**config.mk**
```make
export PLATFORM = sky130hd
export DESIGN_NAME = crc16_generate_and_check_flat
export DESIGN_NICKNAME = d
export VERILOG_FILES = /design/src/sv/crc16_pkg.sv /design/src/sv/crc16_ifs.sv /design/src/sv/crc16_ingress.sv /design/src/sv/crc16_div_stage.sv /design/src/sv/crc16_generate_and_check.sv /design/src/flat_wrapper.sv
export VERILOG_INCLUDE_DIRS = /design/src /design/src/sv
export SDC_FILE = /design/constraint.sdc
export NUM_CORES = 1
export LEC_CHECK = 0
export CORE_MARGIN = 2
export CORE_UTILIZATION = 50
export DETAILED_ROUTE_END_ITERATION = 8
export DONT_BUFFER_PORTS = 1
export MAX_ROUTING_LAYER = met4
export PLACE_DENSITY = 0.76
export SLEW_MARGIN = 10
export SYNTH_ARGS = -nofsm -noshare
export SYNTH_HDL_FRONTEND = slang
export SYNTH_SLANG_ARGS = --single-unit
```
**constraint.sdc**
```tcl
create_clock -name clk -period 2.8 [get_ports clk]
set_input_delay 0.14 -clock clk [delete_from_list [all_inputs] [get_ports clk]]
set_output_delay 0.14 -clock clk [all_outputs]
set_load 0.03 [all_outputs]
```
**src/sv/crc16_generate_and_check_macros.svh**
```systemverilog
// Assertion macros shared by the CRC-16 generator and checker RTL
`ifndef CRC16_GENERATE_AND_CHECK_MACROS_SVH
`define CRC16_GENERATE_AND_CHECK_MACROS_SVH

// Same-cycle implication, sampled on clk, off while rst_n is low
`define CRC16_ASSERT_SAME(label, ante, cons, msg) \
  label: assert property (@(posedge clk) disable iff (!rst_n) (ante) |-> (cons)) \
    else $error(msg);

// Next-cycle implication, sampled on clk, off while rst_n is low
`define CRC16_ASSERT_NEXT(label, ante, cons, msg) \
  label: assert property (@(posedge clk) disable iff (!rst_n) (ante) |=> (cons)) \
    else $error(msg);

`endif

```
**src/sv/crc16_pkg.sv**
```systemverilog
// Shared types, constants and the bit-step function of the CRC-16 block
`default_nettype none
package crc16_pkg;

  localparam int unsigned CRC_W = 16;

  typedef logic [CRC_W-1:0] crc_t;

  // Generator coefficients after reset (x^12 + x^5 + 1, x^16 implied)
  localparam crc_t POLY_RESET = 16'h1021;
  localparam crc_t CRC_ZERO   = '0;

  // One input request as held in the input register
  typedef struct packed {
    logic msg_bit;
    logic last_bit;
    logic check_frame;
  } in_item_t;

  // One long-division step over GF(2), MSB first
  function automatic crc_t crc_advance(crc_t rem, logic din, logic check, crc_t poly);
    logic top;
    crc_t shifted;
    crc_t result;
    top = rem[CRC_W-1];
    if (check) begin
      // frame bit enters at the bottom; subtract G when x^16 appears
      shifted = {rem[CRC_W-2:0], din};
      result  = top ? (shifted ^ poly) : shifted;
    end else begin
      // message * x^16 divided directly
      shifted = {rem[CRC_W-2:0], 1'b0};
      result  = (top ^ din) ? (shifted ^ poly) : shifted;
    end
    return result;
  endfunction

endpackage
`default_nettype wire

```
**src/sv/crc16_ifs.sv**
```systemverilog
// Valid/ready channel interfaces of the CRC-16 block
`default_nettype none

// Input bit channel
interface crc16_in_if;
  logic valid;
  logic ready;
  logic msg_bit;
  logic last_bit;
  logic check_frame;
  modport source (output valid, output msg_bit, output last_bit, output check_frame,
                  input ready);
  modport sink (input valid, input msg_bit, input last_bit, input check_frame,
                output ready);
endinterface

// Result channel
interface crc16_out_if;
  logic        valid;
  logic        ready;
  logic [15:0] crc_value;
  logic        frame_error;
  modport source (output valid, output crc_value, output frame_error, input ready);
  modport sink (input valid, input crc_value, input frame_error, output ready);
endinterface

// Generator register write channel
interface crc16_cfg_if;
  logic        valid;
  logic        ready;
  logic [15:0] generator_poly;
  modport source (output valid, output generator_poly, input ready);
  modport sink (input valid, input generator_poly, output ready);
endinterface

`default_nettype wire

```
**src/sv/crc16_ingress.sv**
```systemverilog
// Input register: holds one bit request until the division stage takes it
`default_nettype none
module crc16_ingress (
  input  wire logic              clk,
  input  wire logic              rst_n,
  crc16_in_if.sink               in_ch,
  input  wire logic              take,
  output logic                   item_valid,
  output crc16_pkg::in_item_t    item
);
  import crc16_pkg::*;

  logic     item_valid_r;
  logic     item_valid_nxt;
  in_item_t item_r;
  logic     accept;

  // Free when empty or when the held request leaves this cycle
  assign in_ch.ready = !item_valid_r || take;
  assign accept      = in_ch.valid && in_ch.ready;

  assign item_valid_nxt = accept || (item_valid_r && !take);

  always_ff @(posedge clk) begin
    if (!rst_n) begin
      item_valid_r <= 1'b0;
    end else begin
      item_valid_r <= item_valid_nxt;
    end
  end

  // Payload needs no reset
  always_ff @(posedge clk) begin
    if (accept) begin
      item_r <= '{msg_bit: in_ch.msg_bit, last_bit: in_ch.last_bit,
                  check_frame: in_ch.check_frame};
    end
  end

  assign item_valid = item_valid_r;
  assign item       = item_r;

endmodule
`default_nettype wire

```
**src/sv/crc16_div_stage.sv**
```systemverilog
// Division stage: remainder register, generator register and result register
`default_nettype none
`include "crc16_generate_and_check_macros.svh"
module crc16_div_stage (
  input  wire logic              clk,
  input  wire logic              rst_n,
  input  wire logic              item_valid,
  input  wire crc16_pkg::in_item_t item,
  output logic                   take,
  crc16_cfg_if.sink              cfg_ch,
  crc16_out_if.source            out_ch
);
  import crc16_pkg::*;

  crc_t poly_r;
  crc_t rem_r;
  crc_t rem_nxt;
  crc_t step;
  logic out_valid_r;
  logic out_valid_nxt;
  crc_t crc_r;
  logic err_r;
  logic slot_free;

  // Generator register, always writable
  assign cfg_ch.ready = 1'b1;

  always_ff @(posedge clk) begin
    if (!rst_n) begin
      poly_r <= POLY_RESET;
    end else if (cfg_ch.valid) begin
      poly_r <= cfg_ch.generator_poly;
    end
  end

  // A last bit needs the result slot; other bits always pass
  assign slot_free = !out_valid_r || out_ch.ready;
  assign take      = item_valid && (!item.last_bit || slot_free);

  // One shift and conditional subtract per bit
  assign step    = crc_advance(rem_r, item.msg_bit, item.check_frame, poly_r);
  assign rem_nxt = !take ? rem_r : (item.last_bit ? CRC_ZERO : step);

  always_ff @(posedge clk) begin
    if (!rst_n) begin
      rem_r <= CRC_ZERO;
    end else begin
      rem_r <= rem_nxt;
    end
  end

  // Result register
  always_comb begin
    out_valid_nxt = out_valid_r;
    if (take && item.last_bit) begin
      out_valid_nxt = 1'b1;
    end else if (out_ch.ready) begin
      out_valid_nxt = 1'b0;
    end
  end

  always_ff @(posedge clk) begin
    if (!rst_n) begin
      out_valid_r <= 1'b0;
    end else begin
      out_valid_r <= out_valid_nxt;
    end
  end

  always_ff @(posedge clk) begin
    if (take && item.last_bit) begin
      crc_r <= step;
      err_r <= item.check_frame && (step != CRC_ZERO);
    end
  end

  assign out_ch.valid       = out_valid_r;
  assign out_ch.crc_value   = crc_r;
  assign out_ch.frame_error = err_r;

  // Checks
  `CRC16_ASSERT_NEXT(a_clear_after_last, take && item.last_bit, rem_r == CRC_ZERO,
    "remainder not cleared after last bit")
  `CRC16_ASSERT_SAME(a_err_nonzero, out_valid_r && err_r, crc_r != CRC_ZERO,
    "frame error with zero remainder")
  `CRC16_ASSERT_NEXT(a_no_spurious_out,
    !(take && item.last_bit) && (!out_valid_r || out_ch.ready), !out_valid_r,
    "result produced without a last bit")
  `CRC16_ASSERT_SAME(a_last_waits, item_valid && item.last_bit && !slot_free, !take,
    "last bit taken while result slot is full")

endmodule
`default_nettype wire

```
**src/sv/crc16_generate_and_check.sv**
```systemverilog
// Top level of the bit-serial CRC-16 generator and checker
//
// Channels: in_ch carries one bit request (msg_bit, last_bit, check_frame),
// MSB first; out_ch carries one result (crc_value, frame_error) per frame,
// given on the request marked last_bit; cfg_ch writes generator_poly, the
// low sixteen coefficients of the generator (x^16 implied). Every channel
// moves a request when valid and ready are both high.
// Path: a last bit accepted on in_ch reaches out_ch through two register
// stages (input register, result register).
// Throughput: one bit per cycle unless a last bit waits on a held result;
// the two registers are separate, so bits keep flowing while a result waits.
// Stall: while out_ch.ready is low and a result is held, non-last bits
// still pass; a following last bit waits in the input register and in_ch
// then drops ready until the result is taken.
// Reset (rst_n low, synchronous): remainder cleared, generator set to
// 0x1021, no request held or pending. No clearing pass is needed.
`default_nettype none
module crc16_generate_and_check (
  input  wire logic   clk,
  input  wire logic   rst_n,
  crc16_in_if.sink    in_ch,
  crc16_cfg_if.sink   cfg_ch,
  crc16_out_if.source out_ch
);
  import crc16_pkg::*;

  logic     item_valid;
  in_item_t item;
  logic     take;

  // Input register
  crc16_ingress u_ingress (
    .clk        (clk),
    .rst_n      (rst_n),
    .in_ch      (in_ch),
    .take       (take),
    .item_valid (item_valid),
    .item       (item)
  );

  // Division and result stage
  crc16_div_stage u_div (
    .clk        (clk),
    .rst_n      (rst_n),
    .item_valid (item_valid),
    .item       (item),
    .take       (take),
    .cfg_ch     (cfg_ch),
    .out_ch     (out_ch)
  );

endmodule
`default_nettype wire
```
**src/flat_wrapper.sv**
```systemverilog
// flat-port wrapper written by rule: the top's interface ports become plain ports
module crc16_generate_and_check_flat import crc16_pkg::*;
  (clk, rst_n, in_ch_valid, in_ch_msg_bit, in_ch_last_bit, in_ch_check_frame, in_ch_ready, cfg_ch_valid, cfg_ch_generator_poly, cfg_ch_ready, out_ch_valid, out_ch_crc_value, out_ch_frame_error, out_ch_ready);
  crc16_in_if in_ch_i ();
  crc16_cfg_if cfg_ch_i ();
  crc16_out_if out_ch_i ();
  input  wire logic clk;
  input  wire logic rst_n;
  input wire logic [$bits(in_ch_i.valid)-1:0] in_ch_valid;
  input wire logic [$bits(in_ch_i.msg_bit)-1:0] in_ch_msg_bit;
  input wire logic [$bits(in_ch_i.last_bit)-1:0] in_ch_last_bit;
  input wire logic [$bits(in_ch_i.check_frame)-1:0] in_ch_check_frame;
  output wire logic [$bits(in_ch_i.ready)-1:0] in_ch_ready;
  input wire logic [$bits(cfg_ch_i.valid)-1:0] cfg_ch_valid;
  input wire logic [$bits(cfg_ch_i.generator_poly)-1:0] cfg_ch_generator_poly;
  output wire logic [$bits(cfg_ch_i.ready)-1:0] cfg_ch_ready;
  output wire logic [$bits(out_ch_i.valid)-1:0] out_ch_valid;
  output wire logic [$bits(out_ch_i.crc_value)-1:0] out_ch_crc_value;
  output wire logic [$bits(out_ch_i.frame_error)-1:0] out_ch_frame_error;
  input wire logic [$bits(out_ch_i.ready)-1:0] out_ch_ready;
  assign in_ch_i.valid = in_ch_valid;
  assign in_ch_i.msg_bit = in_ch_msg_bit;
  assign in_ch_i.last_bit = in_ch_last_bit;
  assign in_ch_i.check_frame = in_ch_check_frame;
  assign in_ch_ready = in_ch_i.ready;
  assign cfg_ch_i.valid = cfg_ch_valid;
  assign cfg_ch_i.generator_poly = cfg_ch_generator_poly;
  assign cfg_ch_ready = cfg_ch_i.ready;
  assign out_ch_valid = out_ch_i.valid;
  assign out_ch_crc_value = out_ch_i.crc_value;
  assign out_ch_frame_error = out_ch_i.frame_error;
  assign out_ch_i.ready = out_ch_ready;
  crc16_generate_and_check u_core (.clk(clk), .rst_n(rst_n), .in_ch(in_ch_i), .cfg_ch(cfg_ch_i), .out_ch(out_ch_i));
endmodule
```
# == Word-level counts from Yosys, hierarchy flattened ==
# Cells that the tools add are included.
# classes
mux,6
bitwise,3
reduce_logical,15
# ops
operator,count
two-way mux 16 bit,4
XOR 16 bit,2
nonzero test 16 bit,1
logical AND 1 bit,5
logical NOT 1 bit,4
logical OR 1 bit,4
two-way mux 1 bit,2
nonzero test 2 bit,1
XOR 1 bit,1
# totals
ff_bits,54
input_bits,24
out_inout_bits,20
word_cells,33

# == Depth between registers and ports, before layout ==
# logic_depth
word_depth,7
ltp_mapped,7
ltp_nobuf,5

# == Cells and area by module ==
# From an unflattened synthesis, not the netlist that was laid out.
# unflattened
hier_cells,246
area_unflattened_um2,2501.1
# modules_own_cells
module,instances,cells_each,area_each_um2,seq_area_each_um2
crc16_div_stage,1,238,2353.5,1171.1
crc16_ingress,1,8,147.6,110.1

# == Least setup slack after synthesis ==
# No wires, ideal clock.
# synth_timing
kind,flip-flop to flip-flop
from,register u_core.u_div.out_valid_r (netlist: u_core.u_div.out_ch.valid)
to,register u_core.u_div.crc_r[0] (netlist: u_core.u_div.out_ch.crc_value[0]) (enable)
setup_time_ns,0.392
t_arrival_ns,1.905
required_ns,2.408
path_slack_ns,0.503
path_stages_with_launch,6
n_path_buf,2
period_less_slack_ns,2.297
path_cell_list,dfxtp_1 -> nor2b_1 -> a21bo_2 -> clkbuf_1 -> buf_2 -> nor2_1
# synth_via
elab_chain_cells,5
# synth_rtl
item,line,text
start: declaration,crc16_div_stage.sv:19,logic out_valid_r;
start signal: assignment,crc16_div_stage.sv:66,out_valid_r <= out_valid_nxt;
logical NOT 1 bit,crc16_div_stage.sv:37,assign slot_free = !out_valid_r || out_ch.ready;
logical OR 1 bit,crc16_div_stage.sv:37,
logical OR 1 bit,crc16_div_stage.sv:38,assign take = item_valid && (!item.last_bit || slot_free);
logical AND 1 bit,crc16_div_stage.sv:38,
logical AND 1 bit,crc16_div_stage.sv:71,if (take && item.last_bit) begin
end signal: assignment,crc16_div_stage.sv:72,crc_r <= step;
end: declaration,crc16_div_stage.sv:21,crc_t crc_r;
# Every way passes these cells.
# A chain may end at the register's enable or synchronous reset.

# == Worst setup path after layout ==
# layout_timing
from,"register u_core.u_ingress.item_r, in the netlist u_core.u_ingress.item[0]"
to,register u_core.u_div.err_r (netlist: u_core.u_div.out_ch.frame_error) (data pin)
# layout_via
elab_chain_cells,3
# layout_rtl
item,line,text
start: declaration,crc16_ingress.sv:15,in_item_t item_r;
start signal: assignment,crc16_ingress.sv:35,"item_r <= '{msg_bit: in_ch.msg_bit, last_bit: in_ch.last_bit,"
two-way mux 16 bit,crc16_pkg.sv:26,if (check) begin
nonzero test 16 bit,crc16_div_stage.sv:73,err_r <= item.check_frame && (step != CRC_ZERO);
logical AND 1 bit *,crc16_div_stage.sv:73,
end signal: assignment,crc16_div_stage.sv:73,
end: declaration,crc16_div_stage.sv:22,logic err_r;
# Mark *: on every way between the ends. The rest lies on a longest branch, timed or not.

==> run summary <==
The wire length on met1 came out at 2370 microns. The floorplan step set the die height to 75.1 microns. Leaving out fill and tap cells, the most frequent cell in the layout is sky130_fd_sc_hd__nand2_1. The class of the worst hold path is primary input to flip-flop. The worst register-to-register path ends at u_core.u_div.out_ch.frame_error$_DFFE_PP_.

The startpoint kind of the worst setup timing path is a flip-flop. The clock tree skew after final layout came out at 8.65 ps. The number of synthesized register bits is 54, and the post-synthesis area per instance is 10.3 sq um. In this run the standard cell core region covers 4790 sq um. The kind of capture point of the worst setup path was a flip-flop.

Leaving out fill and tap cells, the most frequent cells in the layout are 36 x sky130_fd_sc_hd__nand2_1, 34 x sky130_fd_sc_hd__dfxtp_1, 20 x sky130_fd_sc_hd__edfxtp_1, 18 x sky130_fd_sc_hd__inv_1, 18 x sky130_fd_sc_hd__o21ai_1. The root buffer cell chosen for the clock tree is sky130_fd_sc_hd__clkbuf_8. For this block, the initial DRC count from the detailed router was 101. Measured in cells, the most critical reg-to-reg path has a length of 5.

In the routed design, unresolved DRC markers number 0. Using the TritonRoute via totals, the vias-per-cell ratio works out to 5.26. The logs give 310 ps for the clock insertion delay at the later pin of the skew report and 52.8% for the initial core utilization. Dividing the detail-routed wire length by the instance count gives 14.2 microns. The detailed placement HPWL was 3120 microns. Critical path endpoint: u_core.u_div.out_ch.frame_error$_DFFE_PP_.

After detailed routing, the total wire length is 4510 microns. The worst max-slew margin expressed relative to the limit is 31.6%, and the maximum fanout along the worst path is 18. The tools report the post-cts gate resize count as 0.

In this run, CTS created clock tree buffers numbering 5. Initial antenna violation count: 0. The total overflow left after global routing is 0. The tree built by TritonCTS fans out to 54 sinks. The category of the critical setup timing path was flip-flop to flip-flop. Entering global routing, the biggest net connects 35 pins. For the pin with the worst max-slew slack, the measured transition is 1020 ps. The routed layout has 1673 vias. Of the available clock period, the critical path in the final layout requires 83.1%. Detailed routing placed a total of 1950 microns of wire on met2. The gate count after technology mapping came out at 245.

The longest clock path from root to sink contains 2 buffers. The number of global-route vias before repair was 1528; the sequential area share after synthesis was 50.7%. Critical register-to-register path startpoint: u_core.u_ingress.item[0]$_DFFE_PP_. The number of I/O port buffers came out at 0. The logs give 0 for the max-slew violation count and 2550 sq um for the placement-stage cell area. The remaining antenna violation count after routing was 0. The area growth from synthesis to layout is 9.12%. The number of buffers added for setup after CTS is 0. Static leakage: 1.07 nW. The setup check on the worst reg-to-reg path leaves a slack of 470 ps. The hold violation total from the final report was 0; the post-synthesis instance area was 2520 sq um.

Max-cap violations in this run came to 0. The flow ran to the end, and the final reports show no timing, DRC or antenna violations. The clock edge transition at the registers on the reported setup and hold paths was 100 ps; the routability congestion estimate from global placement was 0.821. With fillers left out, the area of the finished cells amounts to 2760 sq um. Setup violations remaining at the end of the flow were counted as 0. The fraction of layout cells with a size suffix above 1 came out at 8.37%. The tools report the number of detailed-route iterations in the first pass as 4.

The die covers 5630 sq um. For the H-tree depth reported by CTS, the log shows 2. Overall track demand over capacity in global routing: 18.1%.

Setup repair after global routing left no endpoint under its margin. TritonCTS built the clock tree. In this run the power density over the cells is 523 nW/um^2. Clock period minus worst slack: 2330 ps.

The worst-case IR drop observed on VDD is 0.280 mV. The signal arrival time at the worst endpoint was 2390 ps; the number of diodes added for antenna fixing was 0. After floorplanning, the core was divided into 25 placement rows.

For this run, the top clock speed supported by timing is 430 MHz. The net count reported at finish was 274; the number of nets in the synthesized netlist was 269. Adding up every negative setup slack in the final design gives 0 ps.

Routed length on met3: 156 microns. The number of fill cells in the layout came out at 409. Top layer reached by signal wires: met4. The first global-routing pass estimated 7540 microns of wire. Critical path startpoint: u_core.u_ingress.item[0]$_DFFE_PP_.

The warning count from the yosys run is 0, and the count of pins on the block boundary is 44. The number of distinct library cell variants in the gate-level netlist after synthesis was 29; the die outline width was 75.1 microns. For the worst setup path, the data required time is 2870 ps.
-- through the flow --
stage                     worst slack (ps)  power, mW  utilization, %  hold slack (ps)  cells
after floorplan                        503      0.983               -              239    245
after global placement                 544      0.991            53.3              206    299
after detailed placement               541      0.994            53.3              209    299
after CTS                              495       1.45            57.4             1.05    317
after global routing                   343       1.50            57.6             1.72    318
final                                  473       1.44            57.6             3.28    318
-- cell usage after synthesis --
cell type | n | area share, %
sky130_fd_sc_hd__a21bo_2 | 1 | 0.40
sky130_fd_sc_hd__a21boi_0 | 1 | 0.30
sky130_fd_sc_hd__a2bb2oi_1 | 1 | 0.35
sky130_fd_sc_hd__a31oi_1 | 1 | 0.25
sky130_fd_sc_hd__and2_1 | 15 | 3.7
sky130_fd_sc_hd__and2b_2 | 1 | 0.35
sky130_fd_sc_hd__buf_2 | 4 | 0.79
sky130_fd_sc_hd__buf_4 | 1 | 0.30
sky130_fd_sc_hd__buf_6 | 1 | 0.45
sky130_fd_sc_hd__clkbuf_1 | 9 | 1.3
sky130_fd_sc_hd__conb_1 | 1 | 0.15
sky130_fd_sc_hd__dfxtp_1 | 34 | 27
sky130_fd_sc_hd__edfxtp_1 | 20 | 24
sky130_fd_sc_hd__inv_1 | 18 | 2.7
sky130_fd_sc_hd__mux2i_1 | 16 | 6.3
sky130_fd_sc_hd__nand2_1 | 36 | 5.4
sky130_fd_sc_hd__nand3_1 | 1 | 0.20
sky130_fd_sc_hd__nand4_1 | 4 | 0.99
sky130_fd_sc_hd__nand4bb_1 | 15 | 6.7
sky130_fd_sc_hd__nor2_1 | 1 | 0.15
sky130_fd_sc_hd__nor2b_1 | 15 | 3.7
sky130_fd_sc_hd__o21a_1 | 2 | 0.59
sky130_fd_sc_hd__o21ai_0 | 9 | 1.8
sky130_fd_sc_hd__o21ai_1 | 18 | 3.6
sky130_fd_sc_hd__o21ai_2 | 3 | 1.0
sky130_fd_sc_hd__o41a_1 | 1 | 0.45
sky130_fd_sc_hd__xnor2_1 | 9 | 3.1
sky130_fd_sc_hd__xnor2_2 | 6 | 3.9
sky130_fd_sc_hd__xor2_1 | 1 | 0.35
-- flip-flops by register name (all words and copies together), names as in the netlist --
name                             count
u_core.u_ingress.item                3
u_core.u_div.out_ch.frame_error      1
u_core.u_ingress.item_valid          1
u_core.u_div.out_ch.crc_value       16
u_core.u_div.out_ch.valid            1
u_core.u_div.poly_r                 16
u_core.u_div.rem_r                  16
-- report_power, final --
group          switching (mW)  internal, mW
Combinational          0.0594        0.0580
Clock                   0.264         0.181
Sequential             0.0361         0.842
-- repair_timing --
item / 4_1_cts / 5_1_grt
hold endpoints to repair: 37 / 1
endpoints found under the setup margin: 0 / 0
hold buffers: 10 / 1
-- worst max-delay path, cell delays in order (launching register included) --
cell and delay [ps]:
sky130_fd_sc_hd__edfxtp_1 630, sky130_fd_sc_hd__and2b_2 390, sky130_fd_sc_hd__o21ai_1 340, sky130_fd_sc_hd__xnor2_2 190
sky130_fd_sc_hd__nand4_1 160, sky130_fd_sc_hd__o41a_1 380
-- worst min path at each step --
stage,from,endpoint,slack [ps],depth (start not counted)
finish,cfg_ch_generator_poly[2],u_core.u_div.poly_r[2]$_SDFFE_PN0P_,3,2
global route,cfg_ch_valid,u_core.u_div.poly_r[4]$_SDFFE_PN0P_,2,2
CTS,cfg_ch_generator_poly[13],u_core.u_div.poly_r[13]$_SDFFE_PN0P_,1,2
detailed placement,rst_n,u_core.u_div.poly_r[5]$_SDFFE_PN1P_,210,1
global placement,rst_n,u_core.u_div.poly_r[5]$_SDFFE_PN1P_,210,1
floorplan,in_ch_check_frame,u_core.u_ingress.item[0]$_DFFE_PP_,240,0
-- cells by family after synthesis --
logic type / Yosys count / synth area share [%]
buf+inv: 33 / 5.55
flops: 54 / 50.7
xor+xnor: 16 / 7.33
other cells: 1 / 0.149
simple gates: 88 / 21.2
mux: 16 / 6.34
compound gates: 37 / 8.72
-- layout make-up --
type / instances / area, sq um / share of cell area (%)
Clock buffer: 5 / 68.8 / 2.50
Clock inverter: 3 / 25.0 / 0.908
Inverter: 18 / 67.6 / 2.45
Multi-Input combinational cell: 158 / 1100 / 40.1
Sequential cell: 54 / 1280 / 46.5
Tap cell: 67 / 83.8 / 3.04
Timing Repair Buffer: 13 / 125 / 4.54
-- per-layer routing --
| metal | up-vias | global-route usage, % |
|---|---|---|
| met5 | - | - |
| met4 | 0 | 4.17 |
| met3 | 5 | 3.75 |
| met2 | 49 | 24.4 |
| met1 | 781 | 27.6 |
| li1 | 838 | - |
(Power assumes the default switching activity.)
